<file path="config.mk">
export PLATFORM = sky130hd
export DESIGN_NAME = button_debounce_long_press
export DESIGN_NICKNAME = d
export VERILOG_FILES = /design/src/rtl/bdlp_pkg.sv /design/src/rtl/button_debounce_long_press.sv /design/src/rtl/bdlp_cfg.sv /design/src/rtl/bdlp_core.sv
export SDC_FILE = /design/constraint.sdc
export NUM_CORES = 1
export LEC_CHECK = 0
export BUFFER_PORTS_ARGS = -buffer_cell sky130_fd_sc_hd__buf_2
export CORE_AREA = 5 5 151 153
export CTS_BUF_LIST = sky130_fd_sc_hd__clkbuf_8
export CTS_CLUSTER_SIZE = 8
export DETAILED_ROUTE_END_ITERATION = 12
export DIE_AREA = 0 0 156 158
export GPL_TIMING_DRIVEN = 0
export PLACE_DENSITY = 0.73
export SYNTH_ARGS = -nofsm -noshare
export SYNTH_HDL_FRONTEND = slang
export SYNTH_SLANG_ARGS = --single-unit
</file>
<file path="constraint.sdc">
create_clock -name clk_i -period 15.55 [get_ports clk_i]
set_input_delay 0.7775 -clock clk_i [delete_from_list [all_inputs] [get_ports clk_i]]
set_output_delay 0.7775 -clock clk_i [all_outputs]
set_load 0.02 [all_outputs]
</file>
<file path="src/rtl/bdlp_pkg.sv">
// Shared types, register indexes, event codes and reset values of the button debouncer.
package bdlp_pkg;

  localparam int unsigned TimeBitsDefault = 32;
  localparam int unsigned NowWidth        = 32;
  localparam int unsigned MsWidth         = 31;
  localparam int unsigned CfgIdxWidth     = 3;
  localparam int unsigned CfgDataWidth    = 32;

  localparam logic [MsWidth-1:0] DebounceMsReset  = MsWidth'(50);
  localparam logic [MsWidth-1:0] LongPressMsReset = MsWidth'(1000);

  typedef enum logic [1:0] {
    EV_NONE  = 2'd0,
    EV_PRESS = 2'd1,
    EV_SHORT = 2'd2,
    EV_LONG  = 2'd3
  } event_e;

  typedef enum logic [CfgIdxWidth-1:0] {
    REG_DEBOUNCE_MS   = 3'd0,
    REG_LONG_PRESS_MS = 3'd1,
    REG_PRESS_EN      = 3'd2,
    REG_SHORT_REL_EN  = 3'd3,
    REG_LONG_REL_EN   = 3'd4
  } reg_idx_e;

  typedef struct packed {
    logic [MsWidth-1:0] debounce_ms;
    logic [MsWidth-1:0] long_press_ms;
    logic               press_en;
    logic               short_rel_en;
    logic               long_rel_en;
  } cfg_t;

endpackage

</file>
<file path="src/rtl/button_debounce_long_press.sv">
// Active-low push-button debouncer with press, short-release and long-release events.
// An accepted sample reaches its result through the input register and then the result
// register. Throughput: one sample per cycle, with ready passed back
// through both stages. Reset puts the block in the released state with empty stages
// and the register defaults (50 ms settle, 1000 ms long press, all events enabled).
module button_debounce_long_press #(
  parameter int unsigned TIME_BITS = bdlp_pkg::TimeBitsDefault
) (
  input  logic                              clk_i,
  input  logic                              rst_ni,
  input  logic                              cfg_valid_i,
  output logic                              cfg_ready_o,
  input  logic [bdlp_pkg::CfgIdxWidth-1:0]  cfg_index_i,
  input  logic [bdlp_pkg::CfgDataWidth-1:0] cfg_data_i,
  input  logic                              in_valid_i,
  output logic                              in_ready_o,
  input  logic                              raw_level_i,
  input  logic [bdlp_pkg::NowWidth-1:0]     now_ms_i,
  output logic                              out_valid_o,
  input  logic                              out_ready_i,
  output logic [1:0]                        event_res_o,
  output logic                              stable_level_o
);
  import bdlp_pkg::*;

  cfg_t                 cfg;
  logic                 s1_valid_q, s1_valid_d;
  logic                 s1_raw_q;
  logic [TIME_BITS-1:0] s1_now_q;
  logic                 out_valid_q, out_valid_d;
  event_e               ev_q;
  logic                 level_q;
  logic                 s1_ready;
  logic                 s2_ready;
  logic                 step;
  event_e               core_ev;
  logic                 core_level;

  bdlp_cfg u_cfg (
    .clk_i       (clk_i),
    .rst_ni      (rst_ni),
    .cfg_valid_i (cfg_valid_i),
    .cfg_ready_o (cfg_ready_o),
    .cfg_index_i (cfg_index_i),
    .cfg_data_i  (cfg_data_i),
    .cfg_o       (cfg)
  );

  bdlp_core #(
    .TIME_BITS (TIME_BITS)
  ) u_core (
    .clk_i          (clk_i),
    .rst_ni         (rst_ni),
    .cfg_i          (cfg),
    .step_i         (step),
    .raw_level_i    (s1_raw_q),
    .now_i          (s1_now_q),
    .event_o        (core_ev),
    .stable_level_o (core_level)
  );

  assign s2_ready    = !out_valid_q || out_ready_i;
  assign s1_ready    = !s1_valid_q || s2_ready;
  assign step        = s1_valid_q && s2_ready;
  assign in_ready_o  = s1_ready;
  assign s1_valid_d  = s1_ready ? in_valid_i : s1_valid_q;
  assign out_valid_d = s2_ready ? s1_valid_q : out_valid_q;

  assign out_valid_o    = out_valid_q;
  assign event_res_o    = ev_q;
  assign stable_level_o = level_q;

  always_ff @(posedge clk_i or negedge rst_ni) begin
    if (!rst_ni) begin
      s1_valid_q  <= 1'b0;
      out_valid_q <= 1'b0;
    end else begin
      s1_valid_q  <= s1_valid_d;
      out_valid_q <= out_valid_d;
    end
  end

  always_ff @(posedge clk_i) begin
    if (in_valid_i && s1_ready) begin
      s1_raw_q <= raw_level_i;
      s1_now_q <= TIME_BITS'(now_ms_i);
    end
    if (step) begin
      ev_q    <= core_ev;
      level_q <= core_level;
    end
  end

endmodule

</file>
<file path="src/rtl/bdlp_cfg.sv">
// Configuration register file of the button debouncer.
module bdlp_cfg (
  input  logic                              clk_i,
  input  logic                              rst_ni,
  input  logic                              cfg_valid_i,
  output logic                              cfg_ready_o,
  input  logic [bdlp_pkg::CfgIdxWidth-1:0]  cfg_index_i,
  input  logic [bdlp_pkg::CfgDataWidth-1:0] cfg_data_i,
  output bdlp_pkg::cfg_t                    cfg_o
);
  import bdlp_pkg::*;

  cfg_t cfg_q, cfg_d;

  assign cfg_ready_o = 1'b1;
  assign cfg_o       = cfg_q;

  always_comb begin
    cfg_d = cfg_q;
    if (cfg_valid_i) begin
      unique case (cfg_index_i)
        REG_DEBOUNCE_MS:   cfg_d.debounce_ms   = cfg_data_i[MsWidth-1:0];
        REG_LONG_PRESS_MS: cfg_d.long_press_ms = cfg_data_i[MsWidth-1:0];
        REG_PRESS_EN:      cfg_d.press_en      = cfg_data_i[0];
        REG_SHORT_REL_EN:  cfg_d.short_rel_en  = cfg_data_i[0];
        REG_LONG_REL_EN:   cfg_d.long_rel_en   = cfg_data_i[0];
        default:           cfg_d               = cfg_q;
      endcase
    end
  end

  always_ff @(posedge clk_i or negedge rst_ni) begin
    if (!rst_ni) begin
      cfg_q.debounce_ms   <= DebounceMsReset;
      cfg_q.long_press_ms <= LongPressMsReset;
      cfg_q.press_en      <= 1'b1;
      cfg_q.short_rel_en  <= 1'b1;
      cfg_q.long_rel_en   <= 1'b1;
    end else begin
      cfg_q <= cfg_d;
    end
  end

endmodule

</file>
<file path="src/rtl/bdlp_core.sv">
// Debounce state and per-sample next-state and event logic.
module bdlp_core #(
  parameter int unsigned TIME_BITS = bdlp_pkg::TimeBitsDefault
) (
  input  logic                   clk_i,
  input  logic                   rst_ni,
  input  bdlp_pkg::cfg_t         cfg_i,
  input  logic                   step_i,
  input  logic                   raw_level_i,
  input  logic [TIME_BITS-1:0]   now_i,
  output bdlp_pkg::event_e       event_o,
  output logic                   stable_level_o
);
  import bdlp_pkg::*;

  localparam int unsigned CmpWidth = (TIME_BITS > MsWidth) ? TIME_BITS : MsWidth;

  logic                 prev_q, prev_d;
  logic                 deb_q, deb_d;
  logic [TIME_BITS-1:0] last_chg_q, last_chg_d;
  logic [TIME_BITS-1:0] trans_q, trans_d;
  logic [TIME_BITS-1:0] settle_time;
  logic [TIME_BITS-1:0] held_time;
  logic                 accept;
  logic                 is_short;

  always_comb begin
    last_chg_d  = (raw_level_i != prev_q) ? now_i : last_chg_q;
    settle_time = now_i - last_chg_d;
    held_time   = now_i - trans_q;
    accept      = (CmpWidth'(settle_time) > CmpWidth'(cfg_i.debounce_ms))
                  && (deb_q != raw_level_i);
    is_short    = CmpWidth'(held_time) < CmpWidth'(cfg_i.long_press_ms);

    event_o = EV_NONE;
    if (accept) begin
      if (!raw_level_i) begin
        if (cfg_i.press_en) begin
          event_o = EV_PRESS;
        end
      end else begin
        priority if (is_short && cfg_i.short_rel_en) begin
          event_o = EV_SHORT;
        end else if (cfg_i.long_rel_en) begin
          event_o = EV_LONG;
        end else begin
          event_o = EV_NONE;
        end
      end
    end

    prev_d         = raw_level_i;
    deb_d          = accept ? raw_level_i : deb_q;
    trans_d        = accept ? now_i : trans_q;
    stable_level_o = deb_d;
  end

  always_ff @(posedge clk_i or negedge rst_ni) begin
    if (!rst_ni) begin
      prev_q     <= 1'b1;
      deb_q      <= 1'b1;
      last_chg_q <= '0;
      trans_q    <= '0;
    end else if (step_i) begin
      prev_q     <= prev_d;
      deb_q      <= deb_d;
      last_chg_q <= last_chg_d;
      trans_q    <= trans_d;
    end
  end

endmodule
</file>
-- Word-level counts from Yosys, hierarchy flattened
Cells that the tools add are included.
- output and inout bits: 6
- word-level logic and storage cells: 46
- bits of input ports: 73
- flip-flop bits (word level): 169
- reductions and logical operators: 15
- add/sub/neg operators: 2
- order comparisons: 2
- mux-type cells: 6
- equal/unequal tests: 6
- operator list (operator ; number):
    $sub A32 B32 Y32 ; 2
    $gt A32 B31 Y1 ; 1
    $lt A32 B31 Y1 ; 1
    $mux W32 ; 1
    $reduce_and A2 Y1 ; 6
    $eq A3 B2 Y1 const B ; 2
    $mux W2 ; 3
    $logic_and A1 B1 Y1 ; 4
    $eq A3 B1 Y1 const B ; 1
    $eq A3 B3 Y1 const B ; 1
    $logic_not A3 Y1 ; 1
    $logic_not A1 Y1 ; 2
    $logic_or A1 B1 Y1 ; 2
    $mux W1 ; 2
    $ne A1 B1 Y1 ; 2

-- Logic depth before layout (Yosys ltp)
Gate-level depths: netlist of run 1.
- depth in word-level cells: 6
- depth in mapped cells: 28
- mapped depth without buffers: 24

-- Hierarchy
A second synthesis of run 1 with hierarchy kept.
- cell total of the unflattened synthesis: 1074
- area, all modules: 11466.0 um2
- by module, submodules not included (module ; instances ; cells an instance ; area each (um2)):
    bdlp_core ; 1 ; 887 ; 7757.4
    bdlp_cfg ; 1 ; 143 ; 2523.7
    button_debounce_long_press ; 1 ; 44 ; 1184.9

-- Worst setup path before layout of run 1
No wires, ideal clock.
- kind: register to register
- start: register s1_raw_q
- end: register u_core.trans_q[10]
- path slack: 9757 ps
- clock period less this slack: 5793 ps
- arrival time: 5668 ps
- stages on the path, launching flop included: 29
- path through: edfxtp_1 -> buf_4 -> xnor2_4 -> buf_2 -> clkbuf_1 -> nand2_1 -> o21ai_0 -> ha_1 -> inv_1 -> ha_1 -> o22ai_1 -> a221oi_1 -> a32o_1 -> a221o_1 -> a211oi_2 -> nor3_1 -> o41ai_2 -> xnor2_1 -> ha_1 -> nand2_1 -> o21ai_0 -> nor3_1 -> o2111ai_1 -> a21oi_1 -> nor2_1 -> o41ai_4 -> nor3_4 -> buf_6 -> mux2_4
- cells in the longest elaborated chain, start to end: 6
- elaborated cells between the ends (all ways): 7
- classes of those cells: add/sub (1); order compare (1); eq/ne (2); mux (1); reduce/logical (2)
- RTL lines (what ; line ; source):
    from (decl) ; button_debounce_long_press.sv:28 ; logic s1_raw_q;
    from (signal assigned) ; button_debounce_long_press.sv:85 ; s1_raw_q <= raw_level_i;
    $ne A1 B1 Y1 ; bdlp_core.sv:28 ; last_chg_d = (raw_level_i != prev_q) ? now_i : last_chg_q;
    $mux W32 ; bdlp_core.sv:28 ;
    named net u_core.last_chg_d[0] ; bdlp_core.sv:20 ; logic [TIME_BITS-1:0] last_chg_q, last_chg_d;
    $sub A32 B32 Y32 ; bdlp_core.sv:29 ; settle_time = now_i - last_chg_d;
    $gt A32 B31 Y1 ; bdlp_core.sv:31 ; accept = (CmpWidth'(settle_time) > CmpWidth'(cfg_i.debounce_ms))
    $logic_and A1 B1 Y1 ; bdlp_core.sv:32 ; && (deb_q != raw_level_i);
    $reduce_and A2 Y1 (no source line) ; -- ;
    to (signal assigned) ; bdlp_core.sv:68 ; trans_q <= trans_d;
    to (decl) ; bdlp_core.sv:21 ; logic [TIME_BITS-1:0] trans_q, trans_d;
The timed path passes the listed nets, and every way through them passes these cells.
A chain may end at the register's enable or synchronous reset.

-- Final worst setup path of run 1
- start: register s1_raw_q
- end: register u_core.trans_q[5]
Same word-level chain as after synthesis.

==> results.toml, run 1 <==
[timing]
final.setup.tns_ps = 0
slew_headroom_pct = 9.51
worst_pin_slew_ps = 1340
rsz0062_at_grt = "no"
skew_ps = 21.5
finalCriticalPeriod_ps = 7410
worst_slack_ps = 8140
finalCritPeriodShare_pct = 47.7
hold_viol = 0
setup_viol = 0
fmax_ghz = 0.135
drv_slew = 0

[place]
dpl.hpwl_mm = 21.2
gp_congestion = 0.876
dp_slack_ps = 8250
port_buffers = 76
placed_cell_area_mm2 = 0.0123

[setup_path]
path_common_cell = "ha_1"
critical_path.max_fanout = 10
slowest_delay_ps = 590
slowest_stage = "clkbuf_1"
cp-end-kind = "register"
worstPathArrival_ps = 7770
critPathLaunchType = "register"
criticalPathCategory = "reg2reg"
worstPathRequired_ps = 15910

[detailed_routing]
postRouteAntennaNets = 0
routed_wire_length_per_instance_um = 17.7
dr.first_iter.drc_count = 469
first_pass_iters = 5
drc_errors = 0
via_count = 8823
routed_wl_mm = 27.4
drt-vias-per-instance = 5.70

[floorplanning]
die_x_um = 156
core-area_mm2 = 0.0214
die_height_um = 158
die_area_mm2 = 0.0246
initial_core_util_pct = 53.6
rows = 54
ioPinCount = 79

[logic_synthesis]
synthTopCellsByCount = "dfrtp_1, inv_1, ha_1, nand2_1, o21ai_0"
netlist_instances = 1158
synth_cell_types = 86
ys_seq_area_share_pct = 38.5
yosys_register_bits = 169
yosys.area.top_type = "dfrtp_1"
ys_warn_count = 0
netlist_top_cells_area = "dfrtp_1, ha_1, edfxtp_1"
syn_area_mm2 = 0.0115
synth_edf_count = 36
netlist.area_leader.share_pct = 25.9
syn_area_per_cell_um2 = 9.92
synthFlopType = "dfrtp_1"
syn-num-nets = 1350
synth_async_sr_flop_share_pct = 78.7

[cells_and_area]
fin_area_mm2 = 0.0127
seqCellArea_mm2 = 0.00443
syn2layout_area_growth_pct = 10.6
nFillCells = 1850
final_nets = 1447
multiInputGateArea_mm2 = 0.00646
diodes = 0
layout-drive-gt1-share_pct = 17.5

[global_routing]
grt_use_total_pct = 22.9
grt_max_degree = 89
grt_pass1_wl_mm = 44.6
grt_pass1_vias = 8706
antenna_found_initial = 0
gr-total-overflow = 0

[cts]
cts_tree = "built"
numClockSinks = 169
clk_pin_slew_ps = 100
ctsResizeCount = 0
h-tree-depth = 4
hold_buffers = 0
cts_made_buffers = 17
cts_root_buf = "clkbuf_8"
insertion_delay_ps = 490
clk_path_buf_depth = 2
cts_setup_buffers = 0

[power_and_ir_drop]
p_clk_share_pct = 14.4
switching_share_pct = 42.1
powerDensity_mw_per_mm2 = 189
ir_drop_mv = 0.0804
p_seq_share_pct = 27.0
intPower_mw = 1.39
switchingPower_mw = 1.01
power.leakage_nw = 5.87
p_comb_share_pct = 58.6

[run_status]
status = "finished clean"

[flow_run]
drv_cap = 0

[min_path]
worstHoldPathType = "in2async"
worst paths after layout:
kind | start | endpoint | slack, ps | cells past startpoint
setup / recovery | s1_raw_q | u_core.trans_q[5] | 8140 | 25
hold / removal | rst_ni | s1_valid_q | 210 | 1
setup reg to reg | s1_raw_q | u_core.trans_q[5] | 8140 | 25
hold reg to reg | u_core.last_chg_q[0] | u_core.last_chg_q[0] | 500 | 2
max in group asynchronous | rst_ni | u_cfg.cfg_o[12] | 14510 | 2
min in group clk_i | now_ms_i[20] | s1_now_q[20] | 460 | 1
sequential cells by signal, summed over array words and instances (netlist names):
register / cells
u_core.trans_q: 32
u_core.prev_q: 1
u_core.last_chg_q: 32
out_valid_o: 1
stable_level_o: 1
u_core.deb_q: 1
s1_raw_q: 1
s1_valid_q: 1
u_cfg.cfg_o: 65
event_res_o: 2
s1_now_q: 32
kinds of logic (layout without fill, tap and decap cells):
group                    Yosys count  after routing  share of synthesized area, %
AO/OA/AOI/OAI                    305            305                          17.5
AND/OR/NAND/NOR                  255            255                          10.7
flip-flops                       169            169                          38.5
buffers and inverters            152            262                          5.27
adder cells (fa/ha/maj)          120            120                          13.1
multiplexers                      95             95                          9.96
XOR/XNOR                          61             61                          4.81
other                              1              1                        0.0326
power by group through the flow:
stage / clock network, mW / registers (mW) / logic (mW)
finish: 0.346 / 0.647 / 1.40
global route: 0.370 / 0.662 / 1.58
CTS: 0.351 / 0.646 / 1.40
detailed placement: 0 / 0.652 / 1.39
global placement: 0 / 0.649 / 1.35
floorplan: 0 / 0.638 / 1.09
routing by layer:
layer / track usage, % / part of all wire (%) / vias to the layer above
li1: - / - / 4342
met1: 31.0 / 46 / 4233
met2: 37.8 / 47 / 206
met3: 4.26 / 4.6 / 42
met4: 6.92 / 2.1 / 0
met5: 0 / 0 / -
final cells by class:
| cell class | instances | share of cell area (%) |
|---|---|---|
| buffer | 33 | 1.25 |
| clock buffer | 17 | 1.84 |
| clock inverter | 15 | 1.50 |
| inverter | 119 | 3.52 |
| multi-input combinational | 837 | 50.8 |
| sequential | 169 | 34.8 |
| tap | 280 | 2.76 |
| timing repair buffer | 78 | 3.48 |
critical path, delay by kind of cell (launching register included):
family                     cells  cell delay [ps]
xor gates and xnor gates       2              470
DFF                            1              380
buffers and inverters          5             1440
muxes                          1              310
adders and majority gates      3              830
and+or+nand+nor                6             1910
AOI/OAI and AO/OA              8             1910
placed cells by master, fill, tap and decap left out, types with 14 or more instances in the layout:
cell type,n
a21oi_1,69
nand2_1,108
buf_2,78
xnor2_1,44
dfrtp_1,119
inv_1,120
a21o_1,37
ha_1,118
edfxtp_1,36
nand4_1,18
nor2_1,42
mux2_4,29
nor3_1,14
clkbuf_1,23
mux2i_1,27
clkbuf_8,17
xor2_1,16
o21ai_0,99
dfstp_2,14
mux2_2,39
per-stage QoR:
stage | hold slack, ps | total power, mW | utilization, % | instances
6_report | 206 | 2.40 | 59.3 | 1548
5_1_grt | 221 | 2.61 | 59.3 | 1548
4_1_cts | 215 | 2.40 | 59.3 | 1548
3_5_place_dp | 477 | 2.05 | 57.3 | 1516
3_3_place_gp | 464 | 2.00 | 57.1 | 1514
2_1_floorplan | 450 | 1.73 | - | 1158
(Power assumes the default switching activity.)
==> run 2: changes to the inputs <==
- PLACE_DENSITY: 0.73 -> 0.76
- clock period: 15.55 -> 6.8 ns (I/O delays scaled with it)
==> run 2 against run 1 <==
Effect of this change:
- worst setup slack worse by 7700 ps
- sequential cell count unchanged
- register-to-register slack got worse by 7700 ps
- final area up 1.3%
- via count increased by 2.2%
- sequential power increased by 130%
- critical path depth up 3
- cell count is 1.1% higher
- sequential share of layout area shrank 0.43 points
- clock power is 100% higher
- non-clock buffer count grew 17
- routed wire length shrank 0.70%
- critical endpoint is now u_core.trans_q[9]
- largest cell class unchanged
==> results.toml, run 2 (synthesis results as in run 1) <==
[timing]
setup_viol = 0
hold_viol = 0
final.setup.tns_ps = 0
skew_ps = 13.7
slew_headroom_pct = 9.30
finalCriticalPeriod_ps = 6410
worst_pin_slew_ps = 1340
finalCritPeriodShare_pct = 94.2
drv_slew = 0
fmax_ghz = 0.156

[place]
gp_congestion = 0.898
port_buffers = 76
dp.cells = 1516
dpl.hpwl_mm = 20.9

[setup_path]
slowest_delay_ps = 620
critPathLaunchType = "register"
reg2reg_slack_ps = 390
critical_path.max_fanout = 10
path_common_cell = "buf_4"
worstPathRequired_ps = 7170
cp-end-kind = "register"
slowest_stage = "dfstp_2"
criticalPathCategory = "reg2reg"
worstPathArrival_ps = 6780

[power_and_ir_drop]
power.leakage_nw = 5.94
powerDensity_mw_per_mm2 = 421
p_total_mw = 5.42
ir_drop_mv = 0.206

[floorplanning]
die_area_mm2 = 0.0246
core-area_mm2 = 0.0214
initial_core_util_pct = 53.6
die_height_um = 158
die_x_um = 156
ioPinCount = 79
rows = 54

[cells_and_area]
syn2layout_area_growth_pct = 12.0
layout-drive-gt1-share_pct = 18.4
final_nets = 1464
nFillCells = 1796
final_cell_count_no_fill = 1565
diodes = 0
largest_register_ffs = 65
layout_commonest_cell = "inv_1"
layout_common_cells = "inv_1, dfrtp_1, ha_1, nand2_1, o21ai_0"

[detailed_routing]
drc_errors = 0
routed_wl_mm = 27.2
drt-vias-per-instance = 5.76
dr.first_iter.drc_count = 404
routed_wire_length_per_instance_um = 17.4
postRouteAntennaNets = 0
first_pass_iters = 5
via_count = 9015

[cts]
numClockSinks = 169
cts_made_buffers = 17
cts_tree = "built"
h-tree-depth = 4
clk_pin_slew_ps = 100
cts_root_buf = "clkbuf_8"
insertion_delay_ps = 490
clk_path_buf_depth = 2

[global_routing]
grt_max_degree = 76
gr-total-overflow = 0
grt_use_total_pct = 22.6
grt_pass1_vias = 8733
antenna_found_initial = 0
grt_pass1_wl_mm = 43.9

[flow_run]
drv_cap = 0

[min_path]
worstHoldPathType = "in2reg"

[run_status]
status = "finished clean"
==> run 2: cell types whose count changed in the layout (fill, tap and decap cells not counted), sizes merged <==
cell         before  now
inv             126  125
buf              87   89
dlygate4sd3       0   13
bufinv            3    1
clkbuf           41   44
clkinvlp          0    2
==> run 2: critical path, delay by kind of cell, from the launching register on <==
family	cells	cell delay, ps
buf+inv	6	1080
fa+ha+maj	3	790
flops	1	620
compound gates	10	2210
mux	1	310
xor+xnor	2	250
simple gates	6	980
==> run 2: timing repair <==
action,in CTS,in global routing
hold endpoints to repair,68,12
endpoints found under the setup margin,36,36
gates resized for setup,4,13
gates cloned,0,0
pin swaps,1,4
hold buffers,1,12
buffers inserted,0,4
==> run 2: worst paths after layout <==
| path | from | end | depth (start not counted) |
|---|---|---|---|
| max in group asynchronous | rst_ni | u_cfg.cfg_o[39] | 3 |
| worst max register to register | u_core.prev_q | u_core.trans_q[9] | 28 |
| worst max-delay path | u_core.prev_q | u_core.trans_q[9] | 28 |
| min in group asynchronous | rst_ni | out_valid_o | 2 |
| worst min register to register | s1_valid_q | out_valid_o | 1 |
| worst min-delay path | now_ms_i[18] | s1_now_q[18] | 1 |
==> run 2: where the power goes <==
group | internal, mW | switching (mW) | leakage, nW
registers | 1.33 | 0.150 | 1.92
clock network | 0.301 | 0.398 | 0.192
logic | 1.50 | 1.74 | 3.83
total | 3.13 | 2.29 | 5.94
==> run 2: routing by layer <==
layer | GRT usage (%) | part of all wire, %
met1 | 30.0 | 45
met3 | 3.85 | 4.9
met5 | 0 | 0
met4 | 7.75 | 2.7
met2 | 37.7 | 47
==> run 2: cell type report <==
cell class | instances | area, um2 | area share (%)
Sequential cell | 169 | 4430 | 34.4
Timing Repair Buffer | 95 | 602 | 4.68
Buffer | 33 | 173 | 1.34
Clock buffer | 18 | 248 | 1.93
Multi-Input combinational cell | 837 | 6500 | 50.5
Clock inverter | 14 | 121 | 0.943
Tap cell | 280 | 350 | 2.72
Inverter | 119 | 447 | 3.47
==> run 2: metrics by stage <==
stage	setup WS [ps]	hold slack, ps	utilization (%)	area [um2]
floorplan	1010	44.4	-	11500
global placement	-308	464	57.1	12200
detailed placement	-339	424	57.3	12300
CTS	57.6	2.48	59.2	12700
global route	-23.8	0.0539	60.1	12900
finish	394	16.2	60.1	12900
